`src/urm_pkg.sv`:
```
// Shared types and codes for the 16550-style register model.
`default_nettype none
package urm_pkg;

  localparam int InTdataW  = 24;
  localparam int OutTdataW = 24;
  localparam int ItemW     = 22;
  localparam int ResultW   = 19;

  typedef enum logic [1:0] {
    OP_READ  = 2'd0,
    OP_WRITE = 2'd1,
    OP_BREAK = 2'd2
  } op_t;

  typedef enum logic [2:0] {
    ADDR_RBR = 3'd0,
    ADDR_IER = 3'd1,
    ADDR_IIR = 3'd2,
    ADDR_LCR = 3'd3,
    ADDR_MCR = 3'd4,
    ADDR_LSR = 3'd5,
    ADDR_MSR = 3'd6,
    ADDR_SCR = 3'd7
  } addr_t;

  localparam logic [7:0] IIR_NONE  = 8'h01;
  localparam logic [7:0] IIR_TXE   = 8'h02;
  localparam logic [7:0] IIR_RXD   = 8'h04;
  localparam logic [7:0] LSR_IDLE  = 8'h60;
  localparam logic [7:0] LSR_DR    = 8'h01;
  localparam logic [7:0] MSR_VALUE = 8'hb0;
  localparam logic [7:0] CH_LF     = 8'h0a;
  localparam logic [7:0] CH_CR     = 8'h0d;
  localparam logic [7:0] CH_DEL    = 8'h7f;
  localparam logic [7:0] CH_BS     = 8'h08;
  localparam logic [7:0] CH_CTRLC  = 8'h03;

  // packed high to low: first field ends up in the highest bits
  typedef struct packed {
    logic [7:0] rx_byte;
    logic       rx_present;
    logic [7:0] write_data;
    logic [2:0] address;
    logic [1:0] operation;
  } item_t;

  typedef struct packed {
    logic       irq_pending;
    logic       rx_taken;
    logic [7:0] tx_byte;
    logic       tx_valid;
    logic [7:0] read_data;
  } result_t;

endpackage
`default_nettype wire

```
`src/urm_regfile.sv`:
```
// Register state and single-pass access logic of the UART model.
`default_nettype none
module urm_regfile (
  input  wire logic            clk,
  input  wire logic            rst,
  input  wire logic            advance,
  input  wire urm_pkg::item_t  item,
  output urm_pkg::result_t     result
);
  import urm_pkg::*;

  logic [7:0] divisor_low, divisor_low_next;
  logic [7:0] divisor_high, divisor_high_next;
  logic [7:0] int_enable, int_enable_next;
  logic [7:0] int_ident, int_ident_next;
  logic [7:0] line_ctl, line_ctl_next;
  logic [7:0] modem_ctl, modem_ctl_next;
  logic [7:0] scratch_reg, scratch_reg_next;
  logic [7:0] rx_hold, rx_hold_next;
  logic       rx_full, rx_full_next;
  logic       break_pending, break_pending_next;

  logic       dlab;
  logic       do_fill;
  logic [7:0] ier_eff;
  logic [7:0] xlat1;
  logic [7:0] xlat2;
  logic [7:0] rd;
  logic       txv;
  logic       taken;

  assign dlab  = line_ctl[7];
  assign xlat1 = (rx_hold == CH_LF) ? CH_CR : rx_hold;
  assign xlat2 = (xlat1 == CH_DEL) ? CH_BS : xlat1;

  always_comb begin
    divisor_low_next   = divisor_low;
    divisor_high_next  = divisor_high;
    int_enable_next    = int_enable;
    int_ident_next     = int_ident;
    line_ctl_next      = line_ctl;
    modem_ctl_next     = modem_ctl;
    scratch_reg_next   = scratch_reg;
    rx_hold_next       = rx_hold;
    rx_full_next       = rx_full;
    break_pending_next = break_pending;
    rd      = 8'h00;
    txv     = 1'b0;
    taken   = 1'b0;
    do_fill = 1'b0;
    ier_eff = int_enable;
    case (item.operation)
      OP_READ: begin
        case (item.address)
          ADDR_RBR: begin
            if (dlab) begin
              rd = divisor_low;
            end else begin
              rx_full_next = 1'b0;
              rx_hold_next = xlat2;
              rd           = xlat2;
            end
          end
          ADDR_IER: rd = dlab ? divisor_high : int_enable;
          ADDR_IIR: begin
            rd             = int_ident;
            int_ident_next = IIR_NONE;
          end
          ADDR_LCR: rd = line_ctl;
          ADDR_MCR: rd = modem_ctl;
          ADDR_LSR: do_fill = 1'b1;
          ADDR_MSR: rd = MSR_VALUE;
          default:  rd = scratch_reg;
        endcase
      end
      OP_WRITE: begin
        case (item.address)
          ADDR_RBR: begin
            if (dlab) begin
              divisor_low_next = item.write_data;
            end else begin
              txv = 1'b1;
              if (int_enable[1] && int_ident == IIR_NONE) begin
                int_ident_next = IIR_TXE;
              end
            end
          end
          ADDR_IER: begin
            if (dlab) begin
              divisor_high_next = item.write_data;
            end else begin
              int_enable_next = item.write_data;
              ier_eff         = item.write_data;
              do_fill         = 1'b1;
            end
          end
          ADDR_LCR: line_ctl_next    = item.write_data;
          ADDR_MCR: modem_ctl_next   = item.write_data;
          ADDR_SCR: scratch_reg_next = item.write_data;
          default: ;
        endcase
      end
      OP_BREAK: break_pending_next = 1'b1;
      default: ;
    endcase

    // line status fill; reached only from LSR read or IER write
    if (do_fill) begin
      if (!rx_full) begin
        if (break_pending) begin
          rx_full_next       = 1'b1;
          rx_hold_next       = CH_CTRLC;
          break_pending_next = 1'b0;
        end else if (item.rx_present) begin
          rx_full_next = 1'b1;
          rx_hold_next = item.rx_byte;
          taken        = 1'b1;
        end
      end
      if (rx_full_next) begin
        if (ier_eff[0]) begin
          int_ident_next = IIR_RXD;
        end
        if (item.operation == OP_READ) begin
          rd = LSR_IDLE | LSR_DR;
        end
      end else if (item.operation == OP_READ) begin
        rd = LSR_IDLE;
      end
    end
  end

  always_comb begin
    result.read_data   = rd;
    result.tx_valid    = txv;
    result.tx_byte     = txv ? item.write_data : 8'h00;
    result.rx_taken    = taken;
    result.irq_pending = (int_ident_next != IIR_NONE);
  end

  always_ff @(posedge clk) begin
    if (rst) begin
      divisor_low   <= 8'h00;
      divisor_high  <= 8'h00;
      int_enable    <= 8'h00;
      int_ident     <= IIR_NONE;
      line_ctl      <= 8'h00;
      modem_ctl     <= 8'h00;
      scratch_reg   <= 8'h00;
      rx_hold       <= 8'h00;
      rx_full       <= 1'b0;
      break_pending <= 1'b0;
    end else if (advance) begin
      divisor_low   <= divisor_low_next;
      divisor_high  <= divisor_high_next;
      int_enable    <= int_enable_next;
      int_ident     <= int_ident_next;
      line_ctl      <= line_ctl_next;
      modem_ctl     <= modem_ctl_next;
      scratch_reg   <= scratch_reg_next;
      rx_hold       <= rx_hold_next;
      rx_full       <= rx_full_next;
      break_pending <= break_pending_next;
    end
  end

  a_taken_fills: assert property (@(posedge clk) disable iff (rst)
    advance && result.rx_taken |=> rx_full && rx_hold == $past(item.rx_byte))
    else $error("taken byte not held");

  a_iir_read_clears: assert property (@(posedge clk) disable iff (rst)
    advance && item.operation == OP_READ && item.address == ADDR_IIR |=> int_ident == IIR_NONE)
    else $error("IIR read did not clear identity");

  a_tx_only_thr: assert property (@(posedge clk) disable iff (rst)
    advance && result.tx_valid |-> item.operation == OP_WRITE && item.address == ADDR_RBR && !dlab)
    else $error("transmit outside THR write");

  a_irq_tracks: assert property (@(posedge clk) disable iff (rst)
    advance |=> $past(result.irq_pending) == (int_ident != IIR_NONE))
    else $error("irq flag disagrees with identity");

endmodule
`default_nettype wire

```
`src/uart_16550_register_model_unit.sv`:
```
// Top level: input register, register file pass and output register.
// An accepted transfer is held in the input register, and its result in the output register.
// One transfer per cycle while the output is not stalled, set by the single-pass regfile update.
// Backpressure on the output stalls the input register and the regfile update, one deep per side.
// Reset (rst, synchronous, active high) clears both stage valids and all UART
// registers; IIR resets to the no-interrupt code.
`default_nettype none
module uart_16550_register_model_unit (
  input  wire logic                            clk,
  input  wire logic                            rst,
  input  wire logic                            s_tvalid,
  output logic                                 s_tready,
  // operation[1:0] address[4:2] write_data[12:5] rx_present[13] rx_byte[21:14]
  input  wire logic [urm_pkg::InTdataW-1:0]    s_tdata,
  output logic                                 m_tvalid,
  input  wire logic                            m_tready,
  // read_data[7:0] tx_valid[8] tx_byte[16:9] rx_taken[17] irq_pending[18]
  output logic [urm_pkg::OutTdataW-1:0]        m_tdata
);
  import urm_pkg::*;

  logic    in_valid;
  item_t   in_item;
  logic    advance;
  result_t result;
  result_t out_result;

  assign advance  = in_valid && (!m_tvalid || m_tready);
  assign s_tready = !in_valid || advance;

  always_ff @(posedge clk) begin
    if (rst) begin
      in_valid <= 1'b0;
    end else if (s_tready) begin
      in_valid <= s_tvalid;
    end
  end

  always_ff @(posedge clk) begin
    if (s_tready && s_tvalid) begin
      in_item <= item_t'(s_tdata[ItemW-1:0]);
    end
  end

  urm_regfile u_regfile (
    .clk     (clk),
    .rst     (rst),
    .advance (advance),
    .item    (in_item),
    .result  (result)
  );

  always_ff @(posedge clk) begin
    if (rst) begin
      m_tvalid <= 1'b0;
    end else if (advance) begin
      m_tvalid <= 1'b1;
    end else if (m_tready) begin
      m_tvalid <= 1'b0;
    end
  end

  always_ff @(posedge clk) begin
    if (advance) begin
      out_result <= result;
    end
  end

  assign m_tdata = {{(OutTdataW - ResultW){1'b0}}, out_result};

endmodule
`default_nettype wire

```
`config.mk`:
```
export PLATFORM = sky130hd
export DESIGN_NAME = uart_16550_register_model_unit
export DESIGN_NICKNAME = d
export VERILOG_FILES = /design/src/urm_pkg.sv /design/src/urm_regfile.sv /design/src/uart_16550_register_model_unit.sv
export SDC_FILE = /design/constraint.sdc
export NUM_CORES = 1
export LEC_CHECK = 0
export BUFFER_PORTS_ARGS = -buffer_cell sky130_fd_sc_hd__buf_2
export CAP_MARGIN = 20
export CORE_MARGIN = 2
export CORE_UTILIZATION = 55
export CTS_CLUSTER_SIZE = 28
export DETAILED_ROUTE_END_ITERATION = 10
export HOLD_SLACK_MARGIN = 0.05
export PLACE_DENSITY = 0.76
export SYNTH_ARGS = -nofsm -noshare
export SYNTH_HDL_FRONTEND = slang
export SYNTH_SLANG_ARGS = --single-unit
```
`constraint.sdc`:
```
create_clock -name clk -period 5.29 [get_ports clk]
set_input_delay 0.529 -clock clk [delete_from_list [all_inputs] [get_ports clk]]
set_output_delay 0.529 -clock clk [all_outputs]
set_load 0.02 [all_outputs]
```
# Word level (Yosys, flattened, before mapping)
# Cells that the tools add are included.
# classes
n_reduce_logical	17
mux	49
eq_ne	13
bitwise_logic	2
# op_table
operator	count
2-to-1 mux 8 bit	23
case mux 8 bit (7 select lines)	1
2-to-1 mux 1 bit	23
case mux 8 bit (2 select lines)	1
equality test 3 bit, second input constant	4
AND reduction 4 bit	3
AND reduction 3 bit	3
equality test 8 x 1 -> 1 bit, second input constant	1
equality test 8 x 4 -> 1 bit, second input constant	1
equality test 8 x 7 -> 1 bit, second input constant	1
!= test 8 x 1 -> 1 bit, second input constant	1
equality test 3 x 2 -> 1 bit, second input constant	2
equality test 3 x 1 -> 1 bit, second input constant	1
logical AND 1 bit	3
zero test 3 bit	1
OR reduction 3 bit	1
equality test 2 x 1 -> 1 bit, second input constant	1
equality test 2 bit, second input constant	1
zero test 1 bit	2
zero test 2 bit	1
logical OR 1 bit	2
NOT 1 bit	2
case mux 1 bit (2 select lines)	1
nonzero test 2 bit	1
# word_totals
wordCells	104
output_inout_bits	26
regBits	109

# Depth between registers and ports, before layout
# Gate-level depths: netlist (run 1).
# logic_depth
ltp_word	11
depth_mapped	7
ltp_nobuf	6

# By module
# A second synthesis (run 1) with hierarchy kept.
# unflattened
cells_unflattened	454
hier_area_um2	4947.2
# modules_own_cells
mod	seq_area_each_um2	cells_each	area_per_inst_um2	instances
urm_regfile	1321.3	397	3570.9	1
uart_16550_register_model_unit	1271.2	57	1376.3	1

# Least setup slack after synthesis (run 1)
# OpenSTA, ideal clock, no wires.
# synth_timing
path_type	in2reg
start	input port m_tready
end	register u_regfile.int_ident[2]
required_time_ns	5.162
setup_time_ns	0.128
slack_ns	3.154
arrival_time_ns	2.009
path_buffers	1
cell_stages	7
cell_sequence	nor2b_1 > nand2b_1 > inv_1 > clkbuf_1 > o21ai_0 > a22oi_1 > nor2_1
# synth_via
elab_chain_cells	2
# synth_rtl
element	line	source
start: declaration	uart_16550_register_model_unit.sv:16	input wire logic m_tready,
logical OR 1 bit	uart_16550_register_model_unit.sv:28	assign advance = in_valid && (!m_tvalid || m_tready);
logical AND 1 bit	uart_16550_register_model_unit.sv:28	
named net advance	uart_16550_register_model_unit.sv:24	logic advance;
end signal: assignment	urm_regfile.sv:157	int_ident <= int_ident_next;
end: declaration	urm_regfile.sv:15	logic [7:0] int_ident, int_ident_next;
# The timed path passes the listed nets, and every way through them passes these cells.
# A chain may end at the register's enable or synchronous reset.

# Worst setup path after layout (run 1)
# layout_timing
start	register m_tvalid
end	register u_regfile.int_enable[2]
# layout_via
elab_chain_cells	4
# layout_rtl
element	line	source
start: declaration	uart_16550_register_model_unit.sv:15	output logic m_tvalid,
start signal: assignment	uart_16550_register_model_unit.sv:55	m_tvalid <= 1'b0;
start signal: assignment	uart_16550_register_model_unit.sv:57	m_tvalid <= 1'b1;
start signal: assignment	uart_16550_register_model_unit.sv:59	m_tvalid <= 1'b0;
zero test 1 bit	uart_16550_register_model_unit.sv:28	
logical OR 1 bit	uart_16550_register_model_unit.sv:28	
logical AND 1 bit	uart_16550_register_model_unit.sv:28	
AND reduction 4 bit (no source line)	-	
end signal: assignment	urm_regfile.sv:156	int_enable <= int_enable_next;
end: declaration	urm_regfile.sv:14	logic [7:0] int_enable, int_enable_next;
# No other way between the ends.

==> flow_metrics.tcl, run 1 <==
set metrics [dict create \
    clock_latency_ns 0.37 \
    first_pass_grt_wire_length_mm 17.2 \
    asyncSetResetFlopFracSynth_pct 0 \
    cts-htree-levels 3 \
    cts-resized-gates 0 \
    hold_viol 0 \
    finalPower_mw 1.50 \
    rsz0062_at_grt "no" \
    hpwl_mm 7.13 \
    finalWeightedCongestion 0.904 \
    drive_gt1_share_pct 14.1 \
    track_usage_pct 22.8 \
    grt_start_max_net_pins 62 \
    status "complete, no violations" \
    floorplan.die.width_um 96.9 \
    start_kind "flip-flop" \
    area_delta_synth_final_pct 10.3 \
    synth_top_area_share_pct 28.7 \
    worstHoldStart "s_tdata[10]" \
    worst_clk_skew_ns 0.0106 \
    cts_root_buf "clkbuf_8" \
    globalRouteOverflowTotal 0 \
    crit_type "reg2reg" \
    routed_via_density 6.03 \
    post_cts_buffers 0 \
    combined_area_of_the_multi_input_logic_cells_um2 2000 \
    p_leak_nw 2.25 \
    setup.worst_path.end "u_regfile.int_enable[2]" \
    tightest_slew_ns 1.07 \
    vias_after_detailed_routing 3676 \
    utilization_pct 63.0 \
    timing.final.max_slew_violations 0 \
    placed_area_um2 5010 \
    finish.net_count 528 \
    finalCriticalPeriod_ns 3.24 \
    mean_instance_size_in_the_synthesized_netlist_um2 10.2 \
    placementRows 33 \
    register_with_the_most_flip_flops "in_item" \
    maxCapViolCount 0 \
    layout_worst_path_cycle_share_pct 61.2 \
    remaining_number_of_nets_flagged_by_the_antenna_check_after_routing 0 \
    worst_hold_path_type "in2reg" \
    cts_tree "yes" \
    worst_ep_required_time_ns 5.54 \
    reg2reg_depth 6 \
    antenna_violations_before_repair 0 \
    yosys_cell_types 57 \
    yosysSeqAreaShare_pct 54.6 \
    clock_sinks 109 \
    io_pins 54 \
    synth_seq_cells 109 \
    most-common-layout-cells "nor2_1, dfxtp_1, mux2i_1" \
    core_region_area_um2 8300 \
    n_antenna_cell 0 \
    worstSetupStartpoint "m_tvalid" \
    floorplan.die_area_um2 9390 \
    peakVddDrop_mv 0.136 \
    fmaxAchievable_mhz 309 \
    worst-path-max-fanout 29 \
    synthDominantAreaCellType "dfxtp_1" \
    synth.top_cells.by_area "dfxtp_1, edfxtp_1, mux2i_1" \
    largest_reg_flops 22 \
    numPortBuffers 46 \
    synthCells 465 \
    setup_viol 0 \
    cts-buffers-inserted 9 \
    setup_total_negative_slack_ns 0 \
    die_span_y_um 96.9 \
    fin_hold_ws_ns 0.325 \
    final-seq-area_um2 2590 \
    synth-edff-count 41 \
    dominantRegCellSynth "dfxtp_1" \
    residual_drc 0 \
    hold_buffers 0 \
    design_area_um2 5230 \
    pwr_density_cell_nw_per_um2 287 \
    cts_max_path_buffers 2 \
    clk_pin_slew_ns 0.10 \
    first_global_vias 3331 \
    crit-reg2reg-capture "u_regfile.int_enable[2]" \
    r2r_setup_slack_ns 2.05 \
    dr.first_iter.drc_count 378 \
    detailedRoute.firstPassIterationCount 5 \
    syn_area_um2 4750 \
    initial_utilization_pct 57.2 \
    layout_commonest_cell "nor2_1" \
    number_of_warnings_reported_in_the_yosys_synthesis_log 0 \
    cp_data_arrival_time_ns 3.49 \
    max-slew-margin-rel_pct 28.3 \
    filler_cell_count 683 \
    wl_per_cell_um 17.4 \
    critical_path.reg2reg.startpoint "m_tvalid" \
    worstSetupEndpointType "flip-flop" \
    drt-total-wl_mm 10.6 \
]
## per-stage QoR
step	setup WS (ns)	cells
after floorplan	3.15	469
after global placement	2.02	592
after detailed placement	1.90	592
after CTS	2.08	608
after global routing	1.78	610
final	2.05	610
## cells by family after synthesis
| logic type | synth area share (%) |
|---|---|
| other cells | 0.0790 |
| flops | 54.6 |
| mux | 12.9 |
| simple gates | 16.7 |
| compound gates | 12.0 |
| buf+inv | 3.64 |
## synthesized netlist by cell type (3+ instances only)
cell type and count:
nor3_1 8, a21oi_1 21, and3_1 9, inv_1 11, and2_1 3, nand2b_1 5, nor2b_1 10, a21o_1 4
nand3_1 8, edfxtp_1 41, nor4_1 5, a41oi_1 3, clkbuf_1 23, or3_1 3, nor2_1 74, mux2i_1 59
o21ai_0 26, a22oi_1 3, nand2_1 28, buf_4 5, dfxtp_1 68
## per-layer routing
metal  vias up  share of wire (%)  GRT usage (%)
met4         0                2.3           8.56
li1       1736                  -              -
met5         -                  0              0
met2       161                 47           34.7
met3        21                6.6           3.40
met1      1758                 44           32.9
## area by class of cell
| class | instances | share of cell area (%) |
|---|---|---|
| sequential | 109 | 49.5 |
| multi-input combinational | 319 | 38.1 |
| timing repair buffer | 50 | 5.36 |
| tap | 105 | 2.51 |
| clock buffer | 10 | 2.44 |
| clock inverter | 6 | 1.22 |
| inverter | 11 | 0.789 |
## how the worst min path moves through the flow
stage,end,cells past startpoint
4_1_cts,in_item[10],1
3_3_place_gp,u_regfile.int_ident[6],2
3_5_place_dp,u_regfile.int_ident[5],2
2_1_floorplan,u_regfile.int_ident[3],2
6_report,in_item[10],1
5_1_grt,in_item[0],1
## worst max-delay path: stages (launching register included)
cell and delay, ns:
dfxtp_1 0.32, nor2b_1 0.18, nand2b_1 0.41, inv_1 0.91
nand4_1 0.86, mux2i_1 0.37, nor2_1 0.07
## where the power goes
part / switching [mW] / total (mW) / internal (mW)
clock: 0.271 / 0.489 / 0.218
sequential: 0.0226 / 0.914 / 0.891
combinational: 0.0648 / 0.0979 / 0.0331
total: 0.359 / 1.50 / 1.14
No activity file was read; power rests on OpenSTA's default activity.
==> run 2, diff against run 1 <==
==> constraint.sdc (replaced) <==
create_clock -name clk -period 3 [get_ports clk]
set_input_delay 0.3 -clock clk [delete_from_list [all_inputs] [get_ports clk]]
set_output_delay 0.3 -clock clk [all_outputs]
set_load 0.02 [all_outputs]
==> run 2 against run 1 <==
Compared with the run above: core utilization is 0.53 points higher; register-to-register slack worse by 1.5 ns; global-route usage is 1.2 points higher; first-iteration DRC count is 20% lower; largest power group unchanged; via count is 1.6% higher.
==> flow_metrics.tcl, run 2 (synthesis results as in run 1) <==
set metrics [dict create \
    floorplan.die.width_um 96.9 \
    grt_use_met3_pct 4.26 \
    clk_pin_slew_ns 0.10 \
    tightest_slew_ns 0.712 \
    worst_ep_required_time_ns 3.28 \
    track_usage_pct 24.0 \
    fmaxAchievable_mhz 416 \
    dr.first_iter.drc_count 304 \
    worst_hold_path.endpoint "in_item[11]" \
    grt_util_met1_pct 34.0 \
    cp_data_arrival_time_ns 2.68 \
    worst-path-max-fanout 13 \
    area_delta_synth_final_pct 11.2 \
    grtUsageMet2_pct 36.9 \
    timing.final.max_slew_violations 0 \
    largest_reg_flops 22 \
    crit_type "reg2reg" \
    worst_clk_skew_ns 0.00893 \
    layout_commonest_cell "nor2_1" \
    residual_drc 0 \
    critical-path-max-stage-delay_ns 0.58 \
    r2r_setup_slack_ns 0.60 \
    hold_viol 0 \
    finish.net_count 536 \
    p_leak_nw 2.29 \
    cts_max_path_buffers 2 \
    detailedRoute.firstPassIterationCount 5 \
    wl_per_cell_um 18.0 \
    clock_sinks 109 \
    cts-resized-gates 0 \
    globalRouteOverflowTotal 0 \
    critical_path.reg2reg.startpoint "u_regfile.line_ctl[7]" \
    placed_area_um2 5080 \
    hold_buffers 0 \
    worst_hold_path_type "in2reg" \
    worstHoldStart "s_tdata[11]" \
    worstSetupEndpointType "flip-flop" \
    rsz0062_at_grt "no" \
    drt-total-wl_mm 11.1 \
    placementRows 33 \
    cts-buffers-inserted 9 \
    hold-path-cell-count 1 \
    status "complete, no violations" \
    finalCriticalPeriod_ns 2.40 \
    maxCapViolCount 0 \
    start_kind "flip-flop" \
    path_buf_inv 0 \
    core_region_area_um2 8300 \
    max-slew-margin-rel_pct 52.3 \
    peakVddDrop_mv 0.257 \
    remaining_number_of_nets_flagged_by_the_antenna_check_after_routing 0 \
    initial_utilization_pct 57.2 \
    critical-path-top-delay-family "compound AO/OA/AOI/OAI gates" \
    design_area_um2 5280 \
    cts-htree-levels 3 \
    cts_root_buf "clkbuf_8" \
    pwr_density_cell_nw_per_um2 504 \
    numPortBuffers 46 \
    clock_latency_ns 0.38 \
    setup_viol 0 \
    cp_cell_sequence "or3b_1 > a211o_1 > a211oi_1 > o311ai_1 > and2_1" \
    register_with_the_most_flip_flops "in_item" \
    grt_start_max_net_pins 61 \
    routed_via_density 6.04 \
    layout_worst_path_cycle_share_pct 80.1 \
    most-common-layout-cells "nor2_1, dfxtp_1, mux2i_1" \
    vias_after_detailed_routing 3735 \
    first_global_vias 3456 \
    reg2reg_depth 5 \
    die_span_y_um 96.9 \
    utilization_pct 63.6 \
    post_cts_buffers 0 \
    hpwl_mm 7.61 \
    antenna_violations_before_repair 0 \
    drive_gt1_share_pct 15.6 \
    crit-reg2reg-capture "u_regfile.int_ident[1]" \
    setup_total_negative_slack_ns 0 \
    finalWeightedCongestion 0.897 \
    cts_tree "yes" \
    first_pass_grt_wire_length_mm 18.0 \
    io_pins 54 \
    floorplan.die_area_um2 9390 \
    n_antenna_cell 0 \
    cell_with_the_biggest_individual_delay_on_the_critical_path "a211oi_1" \
    gr-max-usage-layer "met2" \
]
==> run 2: cell count changes in the layout (fill, tap and decap cells not counted) <==
cell        previous run  this run
buf_8                  1         0
clkinv_4               2         3
clkbuf_16              0         1
clkinvlp_4             1         0
bufinv_16              1         0
clkinv_1               1         0
buf_4                  2        12
inv_8                  0         1
buf_12                 1         0
==> run 2: worst register-to-register path: cells and delay by family (launching register included) <==
kind / cells / cell delay, ns
AOI/OAI and AO/OA: 3 / 1.17
DFF: 1 / 0.49
and+or+nand+nor: 2 / 0.65
==> run 2: worst max path at each step <==
stage                                from  depth (start not counted)                      to  slack [ns]
floorplan                        m_tvalid                          7  u_regfile.int_ident[2]        0.91
finish              u_regfile.line_ctl[7]                          5  u_regfile.int_ident[1]        0.60
global placement    u_regfile.line_ctl[7]                          5  u_regfile.int_ident[5]        0.75
detailed placement  u_regfile.line_ctl[7]                          5  u_regfile.int_ident[1]        0.68
global route                   in_item[1]                          5   u_regfile.line_ctl[5]        0.51
CTS                            in_item[1]                          5   u_regfile.line_ctl[0]        0.66
==> run 2: report_power, final <==
group,internal [mW],switching (mW)
combinational,0.0619,0.125
sequential,1.57,0.0325
clock,0.362,0.505
==> run 2: per-stage QoR <==
stage	worst slack [ns]	std cells	hold slack [ns]	power, mW
floorplan	0.911	469	0.399	1.75
global route	0.509	618	0.0753	2.75
CTS	0.663	618	0.0782	2.66
finish	0.597	618	0.0845	2.66
global placement	0.748	602	0.431	1.81
detailed placement	0.682	602	0.445	1.82
==> run 2: cell type report <==
type | count | area [µm²]
clock buffer | 11 | 153
clock inverter | 5 | 42.5
timing repair buffer | 58 | 320
inverter | 11 | 41.3
tap | 105 | 131
sequential | 109 | 2590
fill | 693 | 3020
multi-input combinational | 319 | 2000
==> run 2: layer usage <==
layer / wire length [µm] / vias to the layer above
li1: - / 1748
met1: 4840 / 1779
met2: 5170 / 182
met3: 858 / 26
met4: 224 / 0
met5: 0 / -
==> run 3, diff against run 2 <==
==> constraint.sdc (replaced) <==
create_clock -name clk -period 2.3 [get_ports clk]
set_input_delay 0.23 -clock clk [delete_from_list [all_inputs] [get_ports clk]]
set_output_delay 0.23 -clock clk [all_outputs]
set_load 0.02 [all_outputs]
==> run 3 against run 2 <==
Compared with the run above: total power rose by 30%; register-to-register slack got worse by 0.50 ns; sequential power rose by 31%; count of clock-buffer cells in the layout did not move; highest routed layer unchanged; global-route usage rose by 1.0 points; non-clock buffer count rose by 34; design area rose by 6.1%; worst hold slack improved by 0.015 ns; fmax rose by 8.9%; critical path depth did not move; wire length rose by 4.7%.
==> flow_metrics.tcl, run 3 (synthesis results as in run 1) <==
set metrics [dict create \
    io_pins 54 \
    residual_drc 0 \
    die_span_y_um 96.9 \
    start_kind "flip-flop" \
    grt_start_max_net_pins 53 \
    area_delta_synth_final_pct 17.9 \
    clock_latency_ns 0.37 \
    cts-buffers-inserted 9 \
    worst_clk_skew_ns 0.0159 \
    numPortBuffers 46 \
    first_global_vias 3614 \
    vias_after_detailed_routing 3800 \
    cts_tree "yes" \
    most-common-layout-cells "nor2_1, dfxtp_1, mux2i_1" \
    share_clk_of_total_power_pct 30.9 \
    globalRouteOverflowTotal 0 \
    filler_cell_count 652 \
    setup_total_negative_slack_ns 0 \
    cts_root_buf "clkbuf_8" \
    register_with_the_most_flip_flops "in_item" \
    fin_hold_ws_ns 0.0991 \
    post-route-worst-setup-slack_ns 0.0930 \
    worst-path-max-fanout 6 \
    status "complete, no violations" \
    timing.final.max_slew_violations 0 \
    cts_max_path_buffers 2 \
    crit_type "reg2reg" \
    wl_per_cell_um 17.8 \
    routed_via_density 5.83 \
    placed_area_um2 5170 \
    hpwl_mm 8.01 \
    p_switching_mw 0.853 \
    placementRows 33 \
    finalCriticalPeriod_ns 2.21 \
    dr.first_iter.drc_count 258 \
    first_pass_grt_wire_length_mm 18.6 \
    drt-total-wl_mm 11.6 \
    fmaxAchievable_mhz 453 \
    finish.net_count 570 \
    hold_viol 0 \
    initial_utilization_pct 57.2 \
    switching_share_of_power_pct 24.8 \
    design_area_um2 5600 \
    final-seq-area_um2 2590 \
    finalWeightedCongestion 0.947 \
    largest_reg_flops 22 \
    antenna_violations_before_repair 0 \
    floorplan.die.width_um 96.9 \
    pwr_density_cell_nw_per_um2 615 \
    n_antenna_cell 0 \
    post-place-ws_ns 0.0529 \
    worstSetupEndpointType "flip-flop" \
    p_leak_nw 2.43 \
    tightest_slew_ns 0.585 \
    remaining_number_of_nets_flagged_by_the_antenna_check_after_routing 0 \
    core_region_area_um2 8300 \
    finalPower_mw 3.44 \
    drive_gt1_share_pct 17.2 \
    peakVddDrop_mv 0.387 \
    combined_area_of_the_multi_input_logic_cells_um2 2010 \
    power.share.combinational_pct 8.4 \
    setup_viol 0 \
    cts-htree-levels 3 \
    rsz0062_at_grt "no" \
    cp_data_arrival_time_ns 2.48 \
    track_usage_pct 25.0 \
    floorplan.die_area_um2 9390 \
    detailedRoute.firstPassIterationCount 5 \
    worst_hold_path_type "in2reg" \
    layout_worst_path_cycle_share_pct 96.0 \
    max-slew-margin-rel_pct 61.0 \
    layout_commonest_cell "nor2_1" \
    cell_internal_pwr_mw 2.59 \
    seq_power_share_pct 60.7 \
    worst_ep_required_time_ns 2.57 \
    clk_pin_slew_ns 0.10 \
    maxCapViolCount 0 \
    clock_sinks 109 \
]
==> run 3: cell types whose count changed in the layout (fill, tap and decap cells not counted), moves of 2 or more <==
cell,change
buf_4,+10
dlygate4sd3_1,+22
clkinv_4,-3
clkinv_2,+2
inv_6,+2
==> run 3: power groups by stage <==
stage / Combinational [mW] / Clock [mW] / Sequential, mW
global route: 0.311 / 1.15 / 2.09
detailed placement: 0.250 / 0 / 2.13
floorplan: 0.140 / 0 / 2.14
CTS: 0.279 / 1.07 / 2.09
finish: 0.288 / 1.07 / 2.09
global placement: 0.244 / 0 / 2.13
==> run 3: final timing paths <==
kind	cells after the start	endpoint	start	slack, ns
worst max-delay path	5	u_regfile.rx_hold[4]	in_item[4]	0.09
worst min-delay path	3	in_valid	s_tvalid	0.1
worst max register to register	5	u_regfile.rx_hold[4]	in_item[4]	0.09
worst min register to register	2	u_regfile.int_ident[6]	u_regfile.int_ident[6]	0.47
==> run 3: critical path, cell delays in order (launching register included) <==
cell and delay [ns]:
edfxtp_1 0.47, or3b_1 0.41, a211o_1 0.37, or3_1 0.41, a21o_1 0.19, a32o_1 0.27
==> run 3: cell type report <==
cell class	instances	area share, %
Clock inverter	5	0.581
Multi-Input combinational cell	319	35.9
Sequential cell	109	46.3
Tap cell	105	2.35
Inverter	11	0.738
Timing Repair Buffer	92	11.6
Clock buffer	11	2.53
==> run 3: through the flow <==
| step | instances | util [%] |
|---|---|---|
| floorplan | 469 | - |
| global placement | 612 | 62.3 |
| detailed placement | 612 | 62.3 |
| CTS | 650 | 67.0 |
| global route | 652 | 67.4 |
| finish | 652 | 67.4 |
==> run 3: metal layers <==
metal	global-route usage, %	vias to the layer above	wire length [µm]
met5	0	-	0
met4	9.21	0	178
met3	3.83	16	832
met2	39.6	166	5540
met1	35.0	1795	5070
li1	-	1823	-
==> run 3: what timing repair did <==
item | 4_1_cts | 5_1_grt
hold buffers | 22 | 0
endpoints found under the hold margin | 22 | 0
setup endpoints to repair | 0 | 10
gates resized for setup | 0 | 2
setup buffers | 0 | 1
